`src/rtl/rbt_pkg.sv`:
```
// Shared types, constants and request codes for the ray versus box table block.
package rbt_pkg;

    // Field widths
    localparam int COORD_W   = 24;
    localparam int DIM_W     = 23;
    localparam int ANG_W     = 16;
    localparam int IDX_W     = 6;
    localparam int REQ_W     = 2;
    localparam int CNT_W     = 7;
    localparam int CFG_IDX_W = 1;
    localparam int CFG_W     = 7;

    // Table sizes
    localparam int MAX_WALLS = 64;
    localparam int MAX_DOORS = 64;
    localparam int WALL_AW   = (MAX_WALLS > 1) ? $clog2(MAX_WALLS) : 1;
    localparam int DOOR_AW   = (MAX_DOORS > 1) ? $clog2(MAX_DOORS) : 1;

    // Datapath widths
    localparam int TFRAC  = 24;   // fraction bits of the segment parameter
    localparam int TRIG_W = 17;   // signed Q14 sine and cosine
    localparam int LOC_W  = 32;   // multiplier operands, local coordinates
    localparam int BOX_W  = 26;   // box edges and spans
    localparam int DIFF_W = 28;   // doubled offsets from a wall centre
    localparam int PROD_W = 64;   // products and sums of products

    // Request codes
    localparam logic [REQ_W-1:0] REQ_WALL  = 2'd0;
    localparam logic [REQ_W-1:0] REQ_DOOR  = 2'd1;
    localparam logic [REQ_W-1:0] REQ_FLAG  = 2'd2;
    localparam logic [REQ_W-1:0] REQ_QUERY = 2'd3;

    // Configuration register indexes
    localparam logic [CFG_IDX_W-1:0] CFG_WALL_COUNT = 1'd0;
    localparam logic [CFG_IDX_W-1:0] CFG_DOOR_COUNT = 1'd1;

    typedef struct packed {
        logic [REQ_W-1:0]          req_type;
        logic [IDX_W-1:0]          entry_index;
        logic signed [COORD_W-1:0] box_x;
        logic signed [COORD_W-1:0] box_y;
        logic [DIM_W-1:0]          box_width;
        logic [DIM_W-1:0]          box_height;
        logic [ANG_W-1:0]          box_angle;
        logic                      open_flag;
        logic signed [COORD_W-1:0] start_x;
        logic signed [COORD_W-1:0] start_y;
        logic signed [COORD_W-1:0] end_x;
        logic signed [COORD_W-1:0] end_y;
    } t_req;

    typedef struct packed {
        logic signed [COORD_W-1:0] hit_x;
        logic signed [COORD_W-1:0] hit_y;
    } t_res;

    typedef struct packed {
        logic signed [COORD_W-1:0] x;
        logic signed [COORD_W-1:0] y;
        logic [DIM_W-1:0]          w;
        logic [DIM_W-1:0]          h;
        logic [ANG_W-1:0]          ang;
    } t_wall_ent;

    typedef struct packed {
        logic                      open;
        logic signed [COORD_W-1:0] x;
        logic signed [COORD_W-1:0] y;
        logic [DIM_W-1:0]          w;
        logic [DIM_W-1:0]          h;
    } t_door_ent;

    typedef struct packed {
        logic                     done;
        logic signed [TRIG_W-1:0] sin_v;
        logic signed [TRIG_W-1:0] cos_v;
    } t_trig_out;

    typedef struct packed {
        logic             done;
        logic [TFRAC-1:0] q;
    } t_div_out;

endpackage

```
`src/rtl/rbt_div.sv`:
```
// Restoring divider giving the fraction bits of num/den (num below den), one bit a cycle.
module rbt_div (
    input  logic                       i_clk,
    input  logic                       i_rst_n,
    input  logic                       i_start,
    input  logic [rbt_pkg::PROD_W-1:0] i_num,
    input  logic [rbt_pkg::PROD_W-1:0] i_den,
    output rbt_pkg::t_div_out          o_res
);

    localparam int CW = $clog2(rbt_pkg::TFRAC + 1);

    logic                       r_busy;
    logic                       r_done;
    logic [CW-1:0]              r_cnt;
    logic [rbt_pkg::PROD_W:0]   r_rem;
    logic [rbt_pkg::PROD_W-1:0] r_den;
    logic [rbt_pkg::TFRAC-1:0]  r_q;

    logic [rbt_pkg::PROD_W:0]   sh;
    logic                       ge;

    assign sh = {r_rem[rbt_pkg::PROD_W-1:0], 1'b0};
    assign ge = (sh >= {1'b0, r_den});

    // Control
    always_ff @(posedge i_clk) begin
        if (!i_rst_n) begin
            r_busy <= 1'b0;
            r_done <= 1'b0;
            r_cnt  <= '0;
        end else begin
            r_done <= 1'b0;
            if (i_start) begin
                r_busy <= 1'b1;
                r_cnt  <= '0;
            end else if (r_busy) begin
                r_cnt <= r_cnt + CW'(1);
                if (r_cnt == CW'(rbt_pkg::TFRAC - 1)) begin
                    r_busy <= 1'b0;
                    r_done <= 1'b1;
                end
            end
        end
    end

    // One quotient bit per cycle
    always_ff @(posedge i_clk) begin
        if (i_start) begin
            r_rem <= {1'b0, i_num};
            r_den <= i_den;
            r_q   <= '0;
        end else if (r_busy) begin
            r_rem <= ge ? sh - {1'b0, r_den} : sh;
            r_q   <= {r_q[rbt_pkg::TFRAC-2:0], ge};
        end
    end

    assign o_res.done = r_done;
    assign o_res.q    = r_q;

endmodule

```
`config.mk`:
```
export PLATFORM = sky130hd
export DESIGN_NAME = rbt_div
export DESIGN_NICKNAME = d
export VERILOG_FILES = /design/src/rtl/rbt_pkg.sv /design/src/rtl/rbt_div.sv
export SDC_FILE = /design/constraint.sdc
export NUM_CORES = 1
export LEC_CHECK = 0
export ABC_AREA = 1
export BUFFER_PORTS_ARGS = -buffer_cell sky130_fd_sc_hd__buf_2
export CAP_MARGIN = 20
export CORE_ASPECT_RATIO = 0.5
export CORE_MARGIN = 3
export CORE_UTILIZATION = 40
export DETAILED_ROUTE_END_ITERATION = 10
export SLEW_MARGIN = 25
export SYNTH_ARGS = -nofsm -noshare
export SYNTH_HDL_FRONTEND = slang
export SYNTH_SLANG_ARGS = --single-unit
```
`constraint.sdc`:
```
create_clock -name i_clk -period 9.66 [get_ports i_clk]
set_input_delay 1.932 -clock i_clk [delete_from_list [all_inputs] [get_ports i_clk]]
set_output_delay 1.932 -clock i_clk [all_outputs]
set_load 0.01 [all_outputs]
```
==> qor.csv <==
metric;value;unit
flops & latches, synth;159;
Finish-stage setup viols;0;
routability cong.;1.01;
drc violations;0;
flop2flop setup slack;6.00;ns
maximum vdd ir drop;0.000102;V
Tightest Hold Check Type;reg2reg;
Worst-Skew Late Latency;0.47;ns
final period utilization;39.9;%
Final Max Tran Viols;0;
remaining global-route overflow;0;
cts repair resizes;0;
LEAKAGE;0.00803;uW
die width;262;um
DRT Pass-1 Iters;5;
layout cells sized above 1;13.9;%
power density cells;210;nW/um^2
Worst path max stage delay;0.60;ns
minimum clock period;3.86;ns
clock slew at reported path FFs;0.08;ns
post-synth cell types;41;
Buf+Inv Stages, Crit Path;3;
CP arrival;4.24;ns
initial antenna violation count;0;
Fin Setup TNS;0;ns
RR Startpoint;r_rem[40];
global-route wire length before repair;63.6;mm
Reg2Reg Depth;15;
crit path max fanout;48;
Max-Slew Margin vs Limit;35.2;%
most common cell after layout, fill and taps aside;nand2_1;
DR iter-0 viols;1113;
Total GRT Usage;24.0;%
Worst Path Required;10.04;ns
Buffers on Ports;155;
hold path endpoint;r_busy;
Worst path slowest cell;nand2_1;
DR vias;12326;
fin nets;2314;
Synth warnings;0;
hold_buf cts;0;
Routed Antenna Nets;0;
Max clock buf depth;2;
largest net degree at the start of global routing;84;
register area share after synthesis;34.2;%
Mapped Area;13100;sq um
Post-CTS Setup Inserts;0;
CORE AREA;31900;sq um
WP depth;5;
syn avg cell area;6.61;sq um
Die H;134;um
CP startpoint kind;input pin;
worst-margin pin slew;0.972;ns
CTS Sinks;159;
CP Cell Sequence;buf_4, inv_2, buf_4, nand2_1, o22ai_1;
CP Launch Point;i_start;
# fillers;3446;
Final Power;3130;uW
Final Skew;0.0155;ns
Post-Route WL;41.2;mm
status;complete, no violations;
Post-synth EDFFs;128;
CTS tree;done;
commonest non-fill, non-tap cells in the layout;740 x nand2_1, 416 x inv_1, 154 x buf_2;
largest delay contributor family on the critical path;buffers and inverters;
Critical R2R Capture;r_rem[58];
Mapped Cells;1975;
worst hold start;r_cnt[4];
Syn Nets;2172;
n_diodes;0;
vias in the first global route;11392;
most used cell along the critical path;buf_4;
highest clock rate;259;MHz
Starting Density;41.0;%
Max Cap Viol;0;
Worst setup EP type;flip-flop;
CTS Buf Count;17;
die area;35000;sq um
drt wl/cell;16.1;um
FP Rows;46;
kind of critical path;in2reg;
drt via density;4.81;
final hold vios;0;
WHS Path Cells;1;
I/O Pins;156;
Async SR Flop Fraction;0;%
RSZ-0062 raised after global routing;no;
H-Tree Depth;4;
area grow syn2layout;13.8;%
HPWL after DPL;33.0;mm
Root Buffer;clkbuf_16;
predominant post-synthesis flop cell;edfxtp_1;
## stage by stage
stage / hold WS, ns / instance area, sq um / utilization (%) / worst slack [ns] / std cells
floorplan: 0.443 / 13100 / - / 5.14 / 1975
global placement: 0.468 / 14200 / 44.5 / 5.39 / 2529
detailed placement: 0.472 / 14200 / 44.5 / 5.32 / 2529
CTS: 0.478 / 14800 / 46.5 / 5.83 / 2561
global route: 0.510 / 14900 / 46.6 / 5.60 / 2562
finish: 0.480 / 14900 / 46.6 / 5.80 / 2562
## cell type report
type | instances | area, sq um | area share, %
Inverter | 439 | 1650 | 11.1
Timing Repair Buffer | 162 | 847 | 5.70
Clock inverter | 15 | 226 | 1.52
Multi-Input combinational cell | 1338 | 6700 | 45.1
Tap cell | 432 | 541 | 3.64
Sequential cell | 159 | 4460 | 30.0
Clock buffer | 17 | 425 | 2.86
## kinds of logic after synthesis
family	synth area share, %
AOI/OAI and AO/OA	4.37
xor gates and xnor gates	2.08
adders and majority gates	6.38
buffers and inverters	14.5
DFF	34.2
and+or+nand+nor	38.5
## worst max-delay path by stage
stage	slack [ns]	endpoint
after floorplan	5.14	r_rem[0]
after global placement	5.39	r_q[18]
after detailed placement	5.32	r_q[10]
after CTS	5.83	r_q[16]
after global routing	5.60	r_q[12]
final	5.80	r_q[16]
## power breakdown
group	internal [uW]	switching [uW]	leakage [uW]
Combinational	495	999	0.00619
Clock	366	372	0.000311
Sequential	852	41.5	0.00153
## synthesized netlist by cell type (2+ instances only)
cell type	number	area share [%]
nand2_1	740	21
inv_1	418	12
edfxtp_1	128	29
nand3_1	116	4.4
nor2_1	99	2.8
ha_1	65	6.2
nand3b_1	63	3.6
a21oi_1	46	1.8
nand2_2	44	2.1
dfxtp_1	31	4.8
xnor2_1	29	1.9
o22ai_1	22	1.1
clkbuf_1	20	0.57
inv_2	20	0.57
nor3_1	20	0.77
nand4_1	18	0.86
o21ai_0	16	0.61
nor2_2	14	0.67
nand3_2	9	0.69
o21bai_1	7	0.40
buf_1	6	0.17
buf_2	6	0.23
a21oi_2	4	0.27
and2_1	4	0.19
buf_12	4	0.61
nor2_4	4	0.34
o21ai_1	3	0.11
a31oi_1	2	0.096
nand2_4	2	0.17
nor4_1	2	0.096
or2_2	2	0.096
xor2_1	2	0.13
## flip-flops by register name (all words and copies together), names as in the netlist
| name | flops |
|---|---|
| r_busy | 1 |
| r_cnt | 5 |
| r_den | 64 |
| r_done | 1 |
| r_q | 24 |
| r_rem | 64 |
## layer usage
| metal | wire, um | up-vias | GRT usage [%] |
|---|---|---|---|
| li1 | - | 6371 | - |
| met1 | 21100 | 5618 | 36.9 |
| met2 | 16800 | 303 | 34.7 |
| met3 | 3020 | 34 | 5.32 |
| met4 | 295 | 0 | 3.60 |
| met5 | 0 | - | 0 |
Power figures use the tool's default switching activity.
