===== config.mk =====
export PLATFORM = sky130hd
export DESIGN_NAME = rbt_trig
export DESIGN_NICKNAME = d
export VERILOG_FILES = /design/src/rtl/rbt_pkg.sv /design/src/rtl/rbt_trig.sv
export SDC_FILE = /design/constraint.sdc
export NUM_CORES = 1
export LEC_CHECK = 0
export ABC_AREA = 1
export BUFFER_PORTS_ARGS = -buffer_cell sky130_fd_sc_hd__buf_2
export CAP_MARGIN = 20
export CORE_ASPECT_RATIO = 0.75
export CORE_MARGIN = 4
export CORE_UTILIZATION = 55
export CTS_CLUSTER_SIZE = 28
export DETAILED_ROUTE_END_ITERATION = 16
export GPL_TIMING_DRIVEN = 0
export PLACE_DENSITY = 0.84
export SYNTH_ARGS = -nofsm -noshare
export SYNTH_HDL_FRONTEND = slang
export SYNTH_SLANG_ARGS = --single-unit

===== constraint.sdc =====
create_clock -name i_clk -period 8.5 [get_ports i_clk]
set_input_delay 1.275 -clock i_clk [delete_from_list [all_inputs] [get_ports i_clk]]
set_output_delay 1.275 -clock i_clk [all_outputs]
set_load 0.02 [all_outputs]

===== src/rtl/rbt_pkg.sv =====
// Shared types, constants and request codes for the ray versus box table block.
package rbt_pkg;

    // Field widths
    localparam int COORD_W   = 24;
    localparam int DIM_W     = 23;
    localparam int ANG_W     = 16;
    localparam int IDX_W     = 6;
    localparam int REQ_W     = 2;
    localparam int CNT_W     = 7;
    localparam int CFG_IDX_W = 1;
    localparam int CFG_W     = 7;

    // Table sizes
    localparam int MAX_WALLS = 64;
    localparam int MAX_DOORS = 64;
    localparam int WALL_AW   = (MAX_WALLS > 1) ? $clog2(MAX_WALLS) : 1;
    localparam int DOOR_AW   = (MAX_DOORS > 1) ? $clog2(MAX_DOORS) : 1;

    // Datapath widths
    localparam int TFRAC  = 24;   // fraction bits of the segment parameter
    localparam int TRIG_W = 17;   // signed Q14 sine and cosine
    localparam int LOC_W  = 32;   // multiplier operands, local coordinates
    localparam int BOX_W  = 26;   // box edges and spans
    localparam int DIFF_W = 28;   // doubled offsets from a wall centre
    localparam int PROD_W = 64;   // products and sums of products

    // Request codes
    localparam logic [REQ_W-1:0] REQ_WALL  = 2'd0;
    localparam logic [REQ_W-1:0] REQ_DOOR  = 2'd1;
    localparam logic [REQ_W-1:0] REQ_FLAG  = 2'd2;
    localparam logic [REQ_W-1:0] REQ_QUERY = 2'd3;

    // Configuration register indexes
    localparam logic [CFG_IDX_W-1:0] CFG_WALL_COUNT = 1'd0;
    localparam logic [CFG_IDX_W-1:0] CFG_DOOR_COUNT = 1'd1;

    typedef struct packed {
        logic [REQ_W-1:0]          req_type;
        logic [IDX_W-1:0]          entry_index;
        logic signed [COORD_W-1:0] box_x;
        logic signed [COORD_W-1:0] box_y;
        logic [DIM_W-1:0]          box_width;
        logic [DIM_W-1:0]          box_height;
        logic [ANG_W-1:0]          box_angle;
        logic                      open_flag;
        logic signed [COORD_W-1:0] start_x;
        logic signed [COORD_W-1:0] start_y;
        logic signed [COORD_W-1:0] end_x;
        logic signed [COORD_W-1:0] end_y;
    } t_req;

    typedef struct packed {
        logic signed [COORD_W-1:0] hit_x;
        logic signed [COORD_W-1:0] hit_y;
    } t_res;

    typedef struct packed {
        logic signed [COORD_W-1:0] x;
        logic signed [COORD_W-1:0] y;
        logic [DIM_W-1:0]          w;
        logic [DIM_W-1:0]          h;
        logic [ANG_W-1:0]          ang;
    } t_wall_ent;

    typedef struct packed {
        logic                      open;
        logic signed [COORD_W-1:0] x;
        logic signed [COORD_W-1:0] y;
        logic [DIM_W-1:0]          w;
        logic [DIM_W-1:0]          h;
    } t_door_ent;

    typedef struct packed {
        logic                     done;
        logic signed [TRIG_W-1:0] sin_v;
        logic signed [TRIG_W-1:0] cos_v;
    } t_trig_out;

    typedef struct packed {
        logic             done;
        logic [TFRAC-1:0] q;
    } t_div_out;

endpackage


===== src/rtl/rbt_trig.sv =====
// Iterative Q14 sine and cosine of a binary angle, one small product per cycle.
module rbt_trig (
    input  logic                      i_clk,
    input  logic                      i_rst_n,
    input  logic                      i_start,
    input  logic [rbt_pkg::ANG_W-1:0] i_angle,
    output rbt_pkg::t_trig_out        o_res
);

    localparam logic [15:0] QUARTER = 16'd16384;
    localparam logic [15:0] POLY_A  = 16'd25736;
    localparam logic [15:0] POLY_B  = 16'd10512;
    localparam logic [15:0] POLY_C  = 16'd1160;

    logic                              r_busy;
    logic                              r_phase;
    logic [1:0]                        r_step;
    logic                              r_done;
    logic [rbt_pkg::ANG_W-1:0]         r_ang;
    logic [14:0]                       r_x2;
    logic [14:0]                       r_t;
    logic signed [rbt_pkg::TRIG_W-1:0] r_sin;
    logic signed [rbt_pkg::TRIG_W-1:0] r_cos;

    logic [rbt_pkg::ANG_W-1:0]         a_eff;
    logic [14:0]                       x;
    logic [15:0]                       mul_a;
    logic [15:0]                       mul_b;
    logic [31:0]                       prod;
    logic signed [rbt_pkg::TRIG_W-1:0] mag;
    logic signed [rbt_pkg::TRIG_W-1:0] res;

    // Cosine is the sine a quarter turn on; fold into the first quadrant
    assign a_eff = r_phase ? r_ang + QUARTER : r_ang;
    assign x     = a_eff[14] ? 15'(QUARTER - {2'b00, a_eff[13:0]}) : {1'b0, a_eff[13:0]};

    // Horner steps of the quarter-wave polynomial on one multiplier
    always_comb begin
        case (r_step)
            2'd0: begin
                mul_a = {1'b0, x};
                mul_b = {1'b0, x};
            end
            2'd1: begin
                mul_a = POLY_C;
                mul_b = {1'b0, r_x2};
            end
            2'd2: begin
                mul_a = POLY_B - {1'b0, r_t};
                mul_b = {1'b0, r_x2};
            end
            default: begin
                mul_a = POLY_A - {1'b0, r_t};
                mul_b = {1'b0, x};
            end
        endcase
    end

    assign prod = mul_a * mul_b;
    assign mag  = $signed(prod[30:14]);
    assign res  = a_eff[15] ? -mag : mag;

    // Control
    always_ff @(posedge i_clk) begin
        if (!i_rst_n) begin
            r_busy  <= 1'b0;
            r_done  <= 1'b0;
            r_phase <= 1'b0;
            r_step  <= 2'd0;
        end else begin
            r_done <= 1'b0;
            if (i_start) begin
                r_busy  <= 1'b1;
                r_phase <= 1'b0;
                r_step  <= 2'd0;
            end else if (r_busy) begin
                r_step <= r_step + 2'd1;
                if (r_step == 2'd3) begin
                    r_phase <= 1'b1;
                    if (r_phase) begin
                        r_busy <= 1'b0;
                        r_done <= 1'b1;
                    end
                end
            end
        end
    end

    // Datapath
    always_ff @(posedge i_clk) begin
        if (i_start) begin
            r_ang <= i_angle;
        end
        if (r_busy) begin
            case (r_step)
                2'd0: r_x2 <= prod[28:14];
                2'd1: r_t  <= prod[28:14];
                2'd2: r_t  <= prod[28:14];
                default: begin
                    if (r_phase) begin
                        r_cos <= res;
                    end else begin
                        r_sin <= res;
                    end
                end
            endcase
        end
    end

    assign o_res.done  = r_done;
    assign o_res.sin_v = r_sin;
    assign o_res.cos_v = r_cos;

endmodule


==> results.cfg <==
[outcome]
outcome = finished clean

[sta]
finClkSkew_ns = 0.0141
fmax_ghz = 0.121
slew_viol_final = 0
finalHoldViolations = 0
min_period_over_period_pct = 97.2
finalSetupViolCount = 0
max_slew_margin_pct = 38.2
setup_total_negative_slack_ns = 0
tightest_slew_ns = 0.920
fin_ws_ns = 0.241
period_needed_ns = 8.26
fin_worst_hold_slack_ns = 0.523

[cts]
cts_sinks = 85
clockBufferDepth = 2
clk_pin_slew_ns = 0.07
root_buffer = clkbuf_16
numCtsBuffers = 9
cts_hold_buf = 0
htree_num_levels = 3
cts_tree = done
clock_latency_ns = 0.35

[finish]
fin_util_pct = 63.8
syn_to_final_growth_pct = 13.6
drive_gt1_share_pct = 17.4
n_antenna_cell = 0
finalNetCount = 1880

[global_routing]
grt_remaining_overflow = 0
grt_max_degree = 19
grt_pass1_wl_um = 55000
grt_pass1_vias = 10300
grt_antenna_before_repair = 0
grt_use_total_pct = 27.8

[logic_synthesis]
synth_compound_area_share_pct = 6.30
yosysMostFrequentCell = inv_1
synth_common_cells = inv_1 (327), nand2_1 (258), nor2_1 (205), fa_1 (179), ha_1 (104)
netlist_instances = 1483
syn_nets = 1785
synth_top_family_by_area = adder cells
syn_area_mm2 = 0.0124
synthDistinctLibCells = 50
synth-edff-count = 80
synth_fa_ha_area_share_pct = 39.3
synthMuxAreaShare_pct = 0
avgSynthCellArea_um2 = 8.37
ys_seq_area_share_pct = 20.2
ys_ff_latch = 85
synth_top_area_share_pct = 28.9
yosysTopAreaCell = fa_1
synth-simple-area-share_pct = 19.7
synth.area.top_cells = fa_1 (29%), edfxtp_1 (19%), ha_1 (10%)
yosysWarnings = 0
async_flop_share_pct = 0
synth_xor_area_share_pct = 3.07
postSynth.topFlopCell = edfxtp_1

[setup_path]
critPathTopFamily = adder cells
criticalPathCategory = reg2reg
crit_arrival_ns = 8.36
max_stage_delay_ns = 0.56
cp_slowest_cell = fa_1
cp_max_fo = 10
cp_common_cell = nand2_1
path_buf_inv = 6
critical_path_required_ns = 8.60
critPathLaunchType = flip-flop
worstSetupEndpointType = flip-flop

[detailed_routing]
detail_route.vias_per_cell = 5.53
ant_nets = 0
vias = 10400
wl_per_cell_um = 18.6
dr.pass1.iters = 6
drc = 0
drt-total-wl_um = 35000
dr.first_iter.drc_count = 1055

[placed_design]
dpl_worst_slack_ns = -0.795
hpwl_um = 28300
gp_congestion = 0.972
port_buffers = 53

[die]
die_w_um = 181
die_area_mm2 = 0.0251
rows = 47
die_h_um = 138
initial_utilization_pct = 56.2
num_io_pins = 54
core-area_mm2 = 0.0221

[run]
drv_cap = 0

[worst_hold_path]
hp-class = reg2reg
-- layout make-up --
class / instances / area [um2]
Clock buffer: 9 / 225
Sequential cell: 85 / 2510
Clock inverter: 7 / 58.8
Tap cell: 294 / 368
Multi-Input combinational cell: 1027 / 8920
Fill cell: 1865 / 8010
Timing Repair Buffer: 88 / 543
Inverter: 345 / 1340
Buffer: 22 / 148
-- per-layer routing --
metal	up-vias	part of all wire [%]	wire, um	GRT usage, %
li1	4703	-	-	-
met1	5090	43	15200	42.2
met2	525	44	15300	41.4
met3	56	11	3770	6.07
met4	0	2.0	711	6.12
met5	-	0	0	0
-- timing repair --
action | 4_1_cts | 5_1_grt
setup buffers | 3 | 29
endpoints found under the setup margin | 44 | 40
pin swaps | 1 | 21
resized for setup | 31 | 114
-- flip-flops by register name, indices dropped and copies added (netlist names) --
register  flops
r_step        2
r_ang        16
r_phase       1
r_busy        1
r_sin        17
r_x2         15
r_cos        17
r_done        1
r_t          15
-- through the flow --
| step | instance area [um2] | cells |
|---|---|---|
| 2_1_floorplan | 12400 | 1483 |
| 5_1_grt | 14100 | 1877 |
| 6_report | 14100 | 1877 |
| 3_3_place_gp | 13000 | 1830 |
| 3_5_place_dp | 13100 | 1833 |
| 4_1_cts | 13500 | 1849 |
-- worst min-delay path, stage by stage, from the launching register on --
cell and delay [ns]:
dfxtp_4 0.36, nand2_1 0.07, a21oi_1 0.06
-- cell families (layout without fill, tap and decap cells) --
kind of cell,after synthesis,in the layout
XOR/XNOR,38,38
flip-flops,85,85
adder cells (fa/ha/maj),283,283
AND/OR/NAND/NOR,570,570
AO/OA/AOI/OAI,136,136
buffers and inverters,371,471
-- cells in the final DEF, fill, tap and decap left out, types with 8 or more instances in the layout --
master,Yosys,final
nor3_1,12,9
nand3_1,25,25
nor2_1,205,192
clkbuf_16,0,9
fa_1,179,179
o21ai_1,9,12
nand2_4,7,10
nand4_1,8,8
xnor2_1,11,10
inv_1,327,321
o21ai_0,34,20
xor2_1,22,22
nand2_1,258,243
ha_1,104,96
o21ai_2,6,11
nor2_2,5,15
edfxtp_1,80,80
o21a_1,8,8
or2_2,10,10
buf_4,3,35
inv_2,11,13
a21oi_1,57,49
buf_2,8,58
nand2_2,18,30
-- worst paths after layout --
check,start,to,slack [ns],depth (start not counted)
max,r_ang[1]$_DFFE_PP_,r_cos[13]$_DFFE_PP_,0.24,35
min,r_step[0]$_SDFFE_PP0P_,r_step[0]$_SDFFE_PP0P_,0.52,2
max reg2reg,r_ang[1]$_DFFE_PP_,r_cos[13]$_DFFE_PP_,0.24,35
min reg2reg,r_step[0]$_SDFFE_PP0P_,r_step[0]$_SDFFE_PP0P_,0.52,2
Power is left out: the tool's default activity adds up to more than one toggle a clock period on the data nets, which glitch-free logic cannot reach.
